**config.mk**
```make
export PLATFORM = sky130hd
export DESIGN_NAME = fixed_block_pool_allocator_top
export DESIGN_NICKNAME = d
export VERILOG_FILES = /design/src/rtl/core/fbpa_pkg.sv /design/src/rtl/core/fbpa_ram.sv /design/src/rtl/core/fbpa_front.sv /design/src/rtl/core/fbpa_queue.sv /design/src/rtl/core/fbpa_div.sv /design/src/rtl/core/fbpa_back.sv /design/src/rtl/core/fixed_block_pool_allocator_top.sv
export SDC_FILE = /design/constraint.sdc
export NUM_CORES = 2
export LEC_CHECK = 0
export BUFFER_PORTS_ARGS = -buffer_cell sky130_fd_sc_hd__buf_4
export CAP_MARGIN = 10
export CORE_MARGIN = 3
export CORE_UTILIZATION = 30
export DETAILED_ROUTE_END_ITERATION = 8
export PLACE_DENSITY = 0.51
export SYNTH_ARGS = -nofsm -noshare
export SYNTH_HDL_FRONTEND = slang
export SYNTH_SLANG_ARGS = --single-unit
```
**constraint.sdc**
```tcl
create_clock -name clk -period 6.4 [get_ports clk]
set_clock_uncertainty 0.15 [all_clocks]
set_input_delay 0.96 -clock clk [delete_from_list [all_inputs] [get_ports clk]]
set_output_delay 0.96 -clock clk [all_outputs]
set_load 0.03 [all_outputs]
```
**src/rtl/core/fbpa_pkg.sv**
```systemverilog
// ----------------------------------------------------------------------------
// fbpa_pkg
// Shared types, codes and constants of the fixed block pool allocator.
// ----------------------------------------------------------------------------
package fbpa_pkg;

  localparam int MAX_BLOCKS = 256;
  localparam int PTR_BYTES  = 4;
  localparam int IDX_W      = 8;
  localparam int CNT_W      = 9;
  localparam int EFF_W      = 17;
  localparam int ADDR_W     = 32;
  localparam int REQ_W      = 16;
  localparam int BUF_W      = 24;
  localparam int Q_DEPTH    = 2;

  localparam logic [CNT_W-1:0] HEAD_EMPTY = CNT_W'(MAX_BLOCKS);

  typedef enum logic [1:0] {
    FUNC_ALLOC = 2'd0,
    FUNC_FREE  = 2'd1,
    FUNC_INIT  = 2'd2
  } func_t;

  typedef enum logic [1:0] {
    ST_OK        = 2'd0,
    ST_EMPTY     = 2'd1,
    ST_NULL_FREE = 2'd2,
    ST_BAD_INDEX = 2'd3
  } status_t;

  typedef enum logic [2:0] {
    OP_ALLOC,
    OP_FREE,
    OP_NULL_FREE,
    OP_INIT,
    OP_NOP
  } op_kind_t;

  typedef struct packed {
    op_kind_t         kind;
    logic [IDX_W-1:0] idx;
  } op_t;

  typedef enum logic [1:0] {
    CFG_BASE      = 2'd0,
    CFG_REQ_BYTES = 2'd1,
    CFG_BUF_BYTES = 2'd2
  } cfg_idx_t;

  typedef struct packed {
    logic [ADDR_W-1:0] base;
    logic [REQ_W-1:0]  req_bytes;
    logic [BUF_W-1:0]  pool_bytes;
  } cfg_t;

  typedef struct packed {
    status_t           status;
    logic [IDX_W-1:0]  block_index;
    logic [ADDR_W-1:0] block_address;
    logic [CNT_W-1:0]  free_count;
    logic [CNT_W-1:0]  blk_total;
  } result_t;

  typedef enum logic [1:0] {
    BK_IDLE,
    BK_DIV,
    BK_RES
  } bk_state_t;

  // Round up to a whole number of pointers, never below one pointer.
  function automatic logic [EFF_W-1:0] eff_bytes(input logic [REQ_W-1:0] req);
    logic [EFF_W-1:0] r;
    r = (EFF_W'(req) + EFF_W'(PTR_BYTES - 1)) & ~EFF_W'(PTR_BYTES - 1);
    if (r < EFF_W'(PTR_BYTES)) begin
      r = EFF_W'(PTR_BYTES);
    end
    return r;
  endfunction

endpackage

```
**src/rtl/core/fbpa_ram.sv**
```systemverilog
// ----------------------------------------------------------------------------
// fbpa_ram
// Generic single-write, single-read RAM with registered read data.
// ----------------------------------------------------------------------------
module fbpa_ram #(
  parameter int WIDTH = 9,
  parameter int DEPTH = 256
) (
  input  logic                     clk,
  input  logic                     we,
  input  logic [$clog2(DEPTH)-1:0] waddr,
  input  logic [WIDTH-1:0]         wdata,
  input  logic                     re,
  input  logic [$clog2(DEPTH)-1:0] raddr,
  output logic [WIDTH-1:0]         rdata
);

  logic [WIDTH-1:0] mem_r [DEPTH];
  logic [WIDTH-1:0] rdata_r;

  always_ff @(posedge clk) begin
    if (we) begin
      mem_r[waddr] <= wdata;
    end
    if (re) begin
      rdata_r <= mem_r[raddr];
    end
  end

  assign rdata = rdata_r;

endmodule

```
**src/rtl/core/fbpa_front.sv**
```systemverilog
// ----------------------------------------------------------------------------
// fbpa_front
// Input side: takes request beats and decodes them into queue entries.
// ----------------------------------------------------------------------------
module fbpa_front (
  input  logic                      in_valid,
  output logic                      in_ready,
  input  logic [1:0]                in_func,
  input  logic [fbpa_pkg::IDX_W-1:0] in_free_index,
  input  logic                      in_free_is_null,
  input  logic                      q_full,
  output logic                      q_push,
  output fbpa_pkg::op_t             q_op
);

  assign in_ready = !q_full;
  assign q_push   = in_valid && !q_full;

  always_comb begin
    q_op.idx = in_free_index;
    unique case (in_func)
      fbpa_pkg::FUNC_ALLOC: q_op.kind = fbpa_pkg::OP_ALLOC;
      fbpa_pkg::FUNC_FREE:  q_op.kind = in_free_is_null ? fbpa_pkg::OP_NULL_FREE
                                                         : fbpa_pkg::OP_FREE;
      fbpa_pkg::FUNC_INIT:  q_op.kind = fbpa_pkg::OP_INIT;
      default:              q_op.kind = fbpa_pkg::OP_NOP;
    endcase
  end

endmodule

```
**src/rtl/core/fbpa_queue.sv**
```systemverilog
// ----------------------------------------------------------------------------
// fbpa_queue
// Short FIFO of decoded operations between front and back end.
// ----------------------------------------------------------------------------
module fbpa_queue (
  input  logic          clk,
  input  logic          rst_n,
  input  logic          push,
  input  fbpa_pkg::op_t push_op,
  output logic          full,
  input  logic          pop,
  output logic          valid,
  output fbpa_pkg::op_t head_op
);

  localparam int PTR_W = (fbpa_pkg::Q_DEPTH > 1) ? $clog2(fbpa_pkg::Q_DEPTH) : 1;
  localparam int CNT_W = $clog2(fbpa_pkg::Q_DEPTH + 1);

  fbpa_pkg::op_t    entry_r [fbpa_pkg::Q_DEPTH];
  logic [PTR_W-1:0] wr_ptr_r, wr_ptr_nxt;
  logic [PTR_W-1:0] rd_ptr_r, rd_ptr_nxt;
  logic [CNT_W-1:0] cnt_r, cnt_nxt;

  assign full    = (cnt_r == CNT_W'(fbpa_pkg::Q_DEPTH));
  assign valid   = (cnt_r != '0);
  assign head_op = entry_r[rd_ptr_r];

  always_comb begin
    wr_ptr_nxt = wr_ptr_r;
    rd_ptr_nxt = rd_ptr_r;
    cnt_nxt    = cnt_r;
    if (push) begin
      wr_ptr_nxt = (wr_ptr_r == PTR_W'(fbpa_pkg::Q_DEPTH - 1)) ? '0 : wr_ptr_r + 1'b1;
    end
    if (pop) begin
      rd_ptr_nxt = (rd_ptr_r == PTR_W'(fbpa_pkg::Q_DEPTH - 1)) ? '0 : rd_ptr_r + 1'b1;
    end
    if (push && !pop) begin
      cnt_nxt = cnt_r + 1'b1;
    end else if (pop && !push) begin
      cnt_nxt = cnt_r - 1'b1;
    end
  end

  always_ff @(posedge clk) begin
    if (!rst_n) begin
      wr_ptr_r <= '0;
      rd_ptr_r <= '0;
      cnt_r    <= '0;
    end else begin
      wr_ptr_r <= wr_ptr_nxt;
      rd_ptr_r <= rd_ptr_nxt;
      cnt_r    <= cnt_nxt;
    end
  end

  always_ff @(posedge clk) begin
    if (push) begin
      entry_r[wr_ptr_r] <= push_op;
    end
  end

endmodule

```
**src/rtl/core/fbpa_div.sv**
```systemverilog
// ----------------------------------------------------------------------------
// fbpa_div
// Block count unit: buffer bytes / block bytes, saturated at MAX_BLOCKS,
// one quotient bit per cycle (restoring).
// ----------------------------------------------------------------------------
module fbpa_div (
  input  logic                        clk,
  input  logic                        rst_n,
  input  logic                        start,
  input  logic [fbpa_pkg::BUF_W-1:0]  dividend,
  input  logic [fbpa_pkg::EFF_W-1:0]  divisor,
  output logic                        done,
  output logic [fbpa_pkg::CNT_W-1:0]  quotient
);

  localparam int IW    = fbpa_pkg::IDX_W;
  localparam int QW    = fbpa_pkg::CNT_W;
  localparam int RW    = fbpa_pkg::EFF_W + IW;
  localparam int STEPW = $clog2(IW + 1);

  logic             busy_r, busy_nxt;
  logic             done_r, done_nxt;
  logic [STEPW-1:0] step_r, step_nxt;
  logic [RW-1:0]    rem_r, rem_nxt;
  logic [RW-1:0]    dsr_r, dsr_nxt;
  logic [QW-1:0]    q_r, q_nxt;
  logic             ge;

  assign ge = (rem_r >= dsr_r);

  always_comb begin
    busy_nxt = busy_r;
    done_nxt = 1'b0;
    step_nxt = step_r;
    rem_nxt  = rem_r;
    dsr_nxt  = dsr_r;
    q_nxt    = q_r;
    if (start) begin
      busy_nxt = 1'b1;
      step_nxt = STEPW'(IW);
      rem_nxt  = RW'(dividend);
      dsr_nxt  = {divisor, {IW{1'b0}}};
      q_nxt    = '0;
    end else if (busy_r) begin
      if (step_r == STEPW'(IW) && ge) begin
        // buffer holds at least MAX_BLOCKS blocks
        q_nxt    = QW'(fbpa_pkg::MAX_BLOCKS);
        busy_nxt = 1'b0;
        done_nxt = 1'b1;
      end else begin
        if (ge) begin
          rem_nxt = rem_r - dsr_r;
        end
        q_nxt   = {q_r[QW-2:0], ge};
        dsr_nxt = dsr_r >> 1;
        if (step_r == '0) begin
          busy_nxt = 1'b0;
          done_nxt = 1'b1;
        end else begin
          step_nxt = step_r - 1'b1;
        end
      end
    end
  end

  always_ff @(posedge clk) begin
    if (!rst_n) begin
      busy_r <= 1'b0;
      done_r <= 1'b0;
      step_r <= '0;
    end else begin
      busy_r <= busy_nxt;
      done_r <= done_nxt;
      step_r <= step_nxt;
    end
  end

  always_ff @(posedge clk) begin
    rem_r <= rem_nxt;
    dsr_r <= dsr_nxt;
    q_r   <= q_nxt;
  end

  assign done     = done_r;
  assign quotient = q_r;

endmodule

```
**src/rtl/core/fbpa_back.sv**
```systemverilog
// ----------------------------------------------------------------------------
// fbpa_back
// Back end: executes queued operations on the free list and drives the
// result register.
// ----------------------------------------------------------------------------
module fbpa_back (
  input  logic              clk,
  input  logic              rst_n,
  input  fbpa_pkg::cfg_t    cfg,
  input  logic              q_valid,
  input  fbpa_pkg::op_t     q_op,
  output logic              q_pop,
  output logic              out_valid,
  input  logic              out_ready,
  output fbpa_pkg::result_t out_res
);

  localparam int IW = fbpa_pkg::IDX_W;
  localparam int CW = fbpa_pkg::CNT_W;
  localparam int EW = fbpa_pkg::EFF_W;
  localparam int AW = fbpa_pkg::ADDR_W;
  localparam int MW = $clog2(fbpa_pkg::MAX_BLOCKS);

  fbpa_pkg::bk_state_t state_r, state_nxt;
  logic [CW-1:0]       head_r, head_nxt;
  logic [CW-1:0]       top_r, top_nxt;
  logic [CW-1:0]       count_r, count_nxt;
  logic [CW-1:0]       total_r, total_nxt;
  logic [EW-1:0]       eff_r, eff_nxt;
  logic [IW-1:0]       got_r, got_nxt;
  fbpa_pkg::status_t   status_r, status_nxt;
  logic                addr_en_r, addr_en_nxt;
  logic                link_pend_r, link_pend_nxt;
  logic                out_valid_r, out_valid_nxt;
  fbpa_pkg::result_t   out_res_r, out_res_nxt;

  logic                out_load;
  logic                div_start;
  logic                div_done;
  logic [CW-1:0]       div_q;
  logic                ram_we;
  logic                ram_re;
  logic [CW-1:0]       ram_rdata;
  logic                in_range;
  logic [IW+EW-1:0]    prod;
  logic [AW-1:0]       addr;

  assign in_range = ({1'b0, q_op.idx} < total_r);
  assign prod     = {{EW{1'b0}}, got_r} * {{IW{1'b0}}, eff_r};
  assign addr     = cfg.base + AW'(prod);

  // next state
  always_comb begin
    state_nxt = state_r;
    unique case (state_r)
      fbpa_pkg::BK_IDLE: begin
        if (q_valid) begin
          state_nxt = (q_op.kind == fbpa_pkg::OP_INIT) ? fbpa_pkg::BK_DIV
                                                        : fbpa_pkg::BK_RES;
        end
      end
      fbpa_pkg::BK_DIV: begin
        if (div_done) state_nxt = fbpa_pkg::BK_RES;
      end
      fbpa_pkg::BK_RES: begin
        if (out_load) state_nxt = fbpa_pkg::BK_IDLE;
      end
      default: state_nxt = fbpa_pkg::BK_IDLE;
    endcase
  end

  // control outputs
  always_comb begin
    q_pop     = 1'b0;
    out_load  = 1'b0;
    div_start = 1'b0;
    ram_re    = 1'b0;
    ram_we    = 1'b0;
    unique case (state_r)
      fbpa_pkg::BK_IDLE: begin
        q_pop     = q_valid;
        div_start = q_valid && (q_op.kind == fbpa_pkg::OP_INIT);
        ram_re    = q_valid && (q_op.kind == fbpa_pkg::OP_ALLOC) &&
                    (head_r != fbpa_pkg::HEAD_EMPTY);
        ram_we    = q_valid && (q_op.kind == fbpa_pkg::OP_FREE) && in_range;
      end
      fbpa_pkg::BK_DIV: begin
      end
      fbpa_pkg::BK_RES: begin
        out_load = !out_valid_r || out_ready;
      end
      default: begin
      end
    endcase
  end

  // datapath
  always_comb begin
    head_nxt      = head_r;
    top_nxt       = top_r;
    count_nxt     = count_r;
    total_nxt     = total_r;
    eff_nxt       = eff_r;
    got_nxt       = got_r;
    status_nxt    = status_r;
    addr_en_nxt   = addr_en_r;
    link_pend_nxt = link_pend_r;
    out_valid_nxt = out_valid_r;
    out_res_nxt   = out_res_r;

    if (q_pop) begin
      status_nxt  = fbpa_pkg::ST_OK;
      got_nxt     = '0;
      addr_en_nxt = 1'b0;
      unique case (q_op.kind)
        fbpa_pkg::OP_ALLOC: begin
          if (head_r != fbpa_pkg::HEAD_EMPTY) begin
            // pop list head; its link arrives from the RAM next cycle
            got_nxt       = head_r[IW-1:0];
            link_pend_nxt = 1'b1;
            addr_en_nxt   = 1'b1;
            if (count_r != '0) count_nxt = count_r - 1'b1;
          end else if (top_r != '0) begin
            top_nxt     = top_r - 1'b1;
            got_nxt     = IW'(top_r - 1'b1);
            addr_en_nxt = 1'b1;
            if (count_r != '0) count_nxt = count_r - 1'b1;
          end else begin
            status_nxt = fbpa_pkg::ST_EMPTY;
          end
        end
        fbpa_pkg::OP_FREE: begin
          if (in_range) begin
            head_nxt = {1'b0, q_op.idx};
            if (count_r < total_r) count_nxt = count_r + 1'b1;
          end else begin
            status_nxt = fbpa_pkg::ST_BAD_INDEX;
          end
        end
        fbpa_pkg::OP_NULL_FREE: status_nxt = fbpa_pkg::ST_NULL_FREE;
        fbpa_pkg::OP_INIT:      eff_nxt    = fbpa_pkg::eff_bytes(cfg.req_bytes);
        default: begin
        end
      endcase
    end

    if (state_r == fbpa_pkg::BK_DIV && div_done) begin
      total_nxt = div_q;
      count_nxt = div_q;
      top_nxt   = div_q;
      head_nxt  = fbpa_pkg::HEAD_EMPTY;
    end

    if (state_r == fbpa_pkg::BK_RES && link_pend_r) begin
      head_nxt      = ram_rdata;
      link_pend_nxt = 1'b0;
    end

    if (out_load) begin
      out_valid_nxt             = 1'b1;
      out_res_nxt.status        = status_r;
      out_res_nxt.block_index   = got_r;
      out_res_nxt.block_address = addr_en_r ? addr : '0;
      out_res_nxt.free_count    = count_r;
      out_res_nxt.blk_total     = total_r;
    end else if (out_ready) begin
      out_valid_nxt = 1'b0;
    end
  end

  always_ff @(posedge clk) begin
    if (!rst_n) begin
      state_r     <= fbpa_pkg::BK_IDLE;
      head_r      <= fbpa_pkg::HEAD_EMPTY;
      top_r       <= '0;
      count_r     <= '0;
      total_r     <= '0;
      eff_r       <= EW'(fbpa_pkg::PTR_BYTES);
      link_pend_r <= 1'b0;
      out_valid_r <= 1'b0;
    end else begin
      state_r     <= state_nxt;
      head_r      <= head_nxt;
      top_r       <= top_nxt;
      count_r     <= count_nxt;
      total_r     <= total_nxt;
      eff_r       <= eff_nxt;
      link_pend_r <= link_pend_nxt;
      out_valid_r <= out_valid_nxt;
    end
  end

  always_ff @(posedge clk) begin
    got_r     <= got_nxt;
    status_r  <= status_nxt;
    addr_en_r <= addr_en_nxt;
    out_res_r <= out_res_nxt;
  end

  fbpa_div u_div (
    .clk      (clk),
    .rst_n    (rst_n),
    .start    (div_start),
    .dividend (cfg.pool_bytes),
    .divisor  (fbpa_pkg::eff_bytes(cfg.req_bytes)),
    .done     (div_done),
    .quotient (div_q)
  );

  fbpa_ram #(
    .WIDTH (CW),
    .DEPTH (fbpa_pkg::MAX_BLOCKS)
  ) u_link_ram (
    .clk   (clk),
    .we    (ram_we),
    .waddr (q_op.idx[MW-1:0]),
    .wdata (head_r),
    .re    (ram_re),
    .raddr (head_r[MW-1:0]),
    .rdata (ram_rdata)
  );

  assign out_valid = out_valid_r;
  assign out_res   = out_res_r;

endmodule

```
**src/rtl/core/fixed_block_pool_allocator_top.sv**
```systemverilog
// Fixed-size block pool allocator (LIFO free list of block indices). A front
// end decodes each request beat into a two-entry queue, so new requests are
// taken while the queue has room, even while the back end works or a result
// waits in the output register. The back end runs one operation at a time:
// alloc, free, null free and the unused code execute, then deliver; an alloc
// from the list reads the popped block's link from the link RAM as it executes
// and loads the new head from it while delivering. Init runs the restoring
// block-count divider (one quotient bit per cycle, with an early exit when the
// pool saturates). Sizes take effect at init, the base address at each result.
// ----------------------------------------------------------------------------
// fixed_block_pool_allocator_top
// Top level: configuration registers, front end, queue and back end.
// ----------------------------------------------------------------------------
module fixed_block_pool_allocator_top (
  input  logic                         clk,
  input  logic                         rst_n,
  input  logic                         cfg_we,
  input  logic [1:0]                   cfg_index,
  input  logic [31:0]                  cfg_wdata,
  input  logic                         in_valid,
  output logic                         in_ready,
  input  logic [1:0]                   in_func,
  input  logic [7:0]                   in_free_index,
  input  logic                         in_free_is_null,
  output logic                         out_valid,
  input  logic                         out_ready,
  output logic [1:0]                   out_status,
  output logic [7:0]                   out_block_index,
  output logic [31:0]                  out_block_address,
  output logic [8:0]                   out_free_count,
  output logic [8:0]                   out_blk_total
);

  fbpa_pkg::cfg_t    cfg_r, cfg_nxt;
  fbpa_pkg::op_t     push_op;
  fbpa_pkg::op_t     head_op;
  fbpa_pkg::result_t res;
  logic              q_push;
  logic              q_full;
  logic              q_pop;
  logic              q_valid;

  always_comb begin
    cfg_nxt = cfg_r;
    if (cfg_we) begin
      unique case (cfg_index)
        fbpa_pkg::CFG_BASE:      cfg_nxt.base       = cfg_wdata;
        fbpa_pkg::CFG_REQ_BYTES: cfg_nxt.req_bytes  = cfg_wdata[fbpa_pkg::REQ_W-1:0];
        fbpa_pkg::CFG_BUF_BYTES: cfg_nxt.pool_bytes = cfg_wdata[fbpa_pkg::BUF_W-1:0];
        default: begin
        end
      endcase
    end
  end

  always_ff @(posedge clk) begin
    if (!rst_n) begin
      cfg_r.base       <= '0;
      cfg_r.req_bytes  <= fbpa_pkg::REQ_W'(fbpa_pkg::PTR_BYTES);
      cfg_r.pool_bytes <= '0;
    end else begin
      cfg_r <= cfg_nxt;
    end
  end

  fbpa_front u_front (
    .in_valid        (in_valid),
    .in_ready        (in_ready),
    .in_func         (in_func),
    .in_free_index   (in_free_index),
    .in_free_is_null (in_free_is_null),
    .q_full          (q_full),
    .q_push          (q_push),
    .q_op            (push_op)
  );

  fbpa_queue u_queue (
    .clk     (clk),
    .rst_n   (rst_n),
    .push    (q_push),
    .push_op (push_op),
    .full    (q_full),
    .pop     (q_pop),
    .valid   (q_valid),
    .head_op (head_op)
  );

  fbpa_back u_back (
    .clk       (clk),
    .rst_n     (rst_n),
    .cfg       (cfg_r),
    .q_valid   (q_valid),
    .q_op      (head_op),
    .q_pop     (q_pop),
    .out_valid (out_valid),
    .out_ready (out_ready),
    .out_res   (res)
  );

  assign out_status        = res.status;
  assign out_block_index   = res.block_index;
  assign out_block_address = res.block_address;
  assign out_free_count    = res.free_count;
  assign out_blk_total     = res.blk_total;

endmodule
```
==> insert_results.sql <==
INSERT INTO impl_metrics (metric_group, metric, value, unit) VALUES
('synth', 'post_synth_mux_area_share', '0.135', ''),
('pwr', 'power.static_leakage', '40.3', 'nW'),
('synth', 'synthesis.instances', '6170', ''),
('synth', 'yosys.area_share.adder', '0.0302', ''),
('synth', 'synth_top_flop_cell', 'sky130_fd_sc_hd__edfxtp_1', ''),
('timing', 'grt_setup_unrepaired', 'no', ''),
('timing', 'timing.final.crit_share', '0.922', ''),
('floorplanning', 'dieHeight', '605', 'um'),
('clocking', 'tritoncts.num_buffers', '280', ''),
('synth', 'largest_cells_by_area_after_synthesis', 'sky130_fd_sc_hd__edfxtp_1, sky130_fd_sc_hd__mux4_2, sky130_fd_sc_hd__mux2i_1, sky130_fd_sc_hd__dfxtp_1, sky130_fd_sc_hd__fa_1', ''),
('clocking', 'clock_insertion_delay_worst_skew', '0.85', 'ns'),
('route', 'via_count', '58500', ''),
('route', 'route.detailed.vias_per_inst', '5.02', ''),
('pwr', 'power.ir.vdd_worst', '0.185', 'mV'),
('job', 'drv.max_cap_violation_count', '0', ''),
('grt', 'initial_antenna_violation_count', '7', ''),
('clocking', 'ctsHoldBuffers', '0', ''),
('min_path', 'timing.hold.worst.class', 'primary input to flip-flop', ''),
('route', 'detail_route.wirelength.met1', '133', 'mm'),
('outcome', 'outcome', 'finished, final reports clean', ''),
('route', 'maxUsedRoutingLayer', 'met4', ''),
('finish', 'synthToLayoutAreaGrowth', '16.4', '%'),
('clocking', 'cts_tree', 'built', ''),
('timing', 'final_setup_violation_count', '0', ''),
('placement', 'port_buffers', '111', ''),
('timing', 'setup_tns', '0', 'ns'),
('clocking', 'worst_setup_hold_path_clk_slew', '0.06', 'ns'),
('synth', 'yosys.cell_types.count', '79', ''),
('floorplanning', 'die_area', '366000', 'sq um'),
('setup_path', 'crit_path_frequent_cell', 'sky130_fd_sc_hd__fa_1', ''),
('setup_path', 'critical_path_arrival', '6.27', 'ns'),
('grt', 'global_route_wire_length_before_repair', '434', 'mm'),
('synth', 'synth_most_common_cell', 'sky130_fd_sc_hd__edfxtp_1', ''),
('floorplanning', 'std_cell_rows', '219', ''),
('route', 'routed-wl-met3', '15.8', 'mm'),
('setup_path', 'worstPathBufferInverterCount', '3', ''),
('pwr', 'seqPwrFrac', '0.491', ''),
('synth', 'synthesis.area', '108000', 'sq um'),
('route', 'dr.pass1.iters', '5', ''),
('clocking', 'numClockSinks', '2603', ''),
('setup_path', 'critPathRequiredTime', '6.77', 'ns'),
('route', 'antenna_left', '0', ''),
('synth', 'edff_count_synth', '2447', ''),
('setup_path', 'critical-path-slowest-cell', 'sky130_fd_sc_hd__a221oi_1', ''),
('setup_path', 'slowest_delay', '0.72', 'ns'),
('timing', 'slew_violations', '0', ''),
('setup_path', 'setup.worst_path.start', 'u_back.got_r[0]$_SDFFCE_PP0P_', ''),
('placement', 'dp_hpwl', '192', 'mm'),
('setup_path', 'path_delay_family', 'adder cells', ''),
('clocking', 'postCtsSetupBuffers', '0', ''),
('grt', 'gr-usage-all-layers', '0.161', ''),
('synth', 'synthesized_area_fraction_occupied_by_ao_oa_aoi_and_oai_cells', '0.0449', ''),
('timing', 'fmax', '169', 'MHz'),
('route', 'routed-wl-met2', '143', 'mm'),
('pwr', 'cellInternalPower', '29.6', 'mW'),
('finish', 'layout-drive-gt1-share', '0.225', ''),
('setup_path', 'worst_setup_path_end_kind', 'flip-flop', ''),
('setup_path', 'setup.worst_path.class', 'flip-flop to flip-flop', ''),
('route', 'totalWireLength', '300', 'mm'),
('timing', 'timing.slew.headroom', '0.189', ''),
('clocking', 'cts.htree.levels', '5', ''),
('synth', 'yosys.area.top_type', 'sky130_fd_sc_hd__edfxtp_1', ''),
('timing', 'finalHoldViolations', '0', ''),
('clocking', 'clock_tree.root_cell', 'sky130_fd_sc_hd__clkbuf_16', ''),
('pwr', 'netSwitchingPower', '10.2', 'mW'),
('pwr', 'power.density_cell_area', '317', 'nW/um^2'),
('setup_path', 'r2r-start', 'u_back.got_r[0]$_SDFFCE_PP0P_', ''),
('synth', 'synth_largest_type_area_fraction', '0.683', ''),
('grt', 'globalRouteOverflowTotal', '0', ''),
('route', 'route.detailed.drc', '0', ''),
('setup_path', 'worstPathCellList', 'nand2_1 > fa_1 > inv_1 > fa_1 > fa_1 > inv_1 > fa_1 > inv_1 > ha_1 > a21oi_1 > o21bai_1 > a211oi_1 > o31ai_1 > a221oi_1 > o211ai_1 > a21oi_1 > xor2_1 > nor2_1', '');
[power groups by stage]
stage | Clock [mW] | Sequential (mW) | Combinational [mW]
2_1_floorplan | 0 | 20.1 | 2.65
3_3_place_gp | 0 | 19.9 | 4.82
3_5_place_dp | 0 | 19.9 | 4.87
4_1_cts | 15.8 | 19.5 | 4.88
5_1_grt | 16.5 | 19.6 | 5.17
6_report | 15.4 | 19.5 | 4.82
[sequential cells by signal, summed over array words and instances (netlist names), 2 cells and up, named ones only]
name and count:
cfg_r 72, u_back.count_r 9, u_back.eff_r 15, u_back.got_r 8
u_back.head_r 9, u_back.out_res 60, u_back.state_r 2, u_back.status_r 2
u_back.top_r 9, u_back.total_r 9, u_back.u_div.dsr_r 25, u_back.u_div.quotient 9
u_back.u_div.rem_r 25, u_back.u_div.step_r 4, u_back.u_link_ram.mem_r 2304, u_back.u_link_ram.rdata 9
u_queue.cnt_r 2, u_queue.entry_r 22
[stage by stage]
step           cell area (sq um)  cells  hold WS (ns)  worst slack [ns]  total power, mW
3_3_place_gp              117000  11200         0.293             0.562             24.7
6_report                  125000  11700         0.155             0.499             39.8
4_1_cts                   125000  11700        0.0828             0.485             40.2
3_5_place_dp              117000  11200         0.281             0.501             24.8
2_1_floorplan             108000   6170         0.250             0.111             22.8
5_1_grt                   125000  11700        0.0912             0.149             41.2
[routing by layer]
metal,vias to the layer above,track usage
met3,420,0.0226
met2,1773,0.263
li1,25300,-
met4,0,0.0407
met1,31100,0.226
met5,-,0
[cells in the final DEF, fill, tap and decap left out, drive strengths merged, types with 156 or more instances in the layout]
cell	instances
edfxtp	2447
nor2	378
buf	594
mux4	478
clkbuf	360
a21oi	217
nand2	415
dfxtp	156
mux2i	328
inv	228
[final cells by class]
class / count / area (sq um)
Fill cell: 33600 / 231000
Sequential cell: 2603 / 76600
Multi-Input combinational cell: 3003 / 28500
Clock buffer: 360 / 7600
Tap cell: 4751 / 5940
Timing Repair Buffer: 594 / 4750
Clock inverter: 128 / 973
Inverter: 224 / 842
Antenna cell: 2 / 5.00
[logic make-up (layout without fill, tap and decap cells)]
group,after synthesis,after routing
AO/OA/AOI/OAI,741,741
flip-flops,2603,2603
other,0,2
XOR/XNOR,71,71
multiplexers,850,850
buffers and inverters,564,1306
adder cells (fa/ha/maj),199,199
AND/OR/NAND/NOR,1142,1142
[final timing paths]
path / end / slack [ns] / cells past startpoint
worst min register to register: u_back.head_r[0]$_SDFFE_PN0P_ / 0.30 / 2
worst min-delay path: u_queue.entry_r[0][1]$_DFFE_PP_ / 0.15 / 1
worst max-delay path: u_back.out_res[44]$_SDFFCE_PN0P_ / 0.50 / 18
worst max register to register: u_back.out_res[44]$_SDFFCE_PN0P_ / 0.50 / 18
Power figures use the tool's default switching activity.
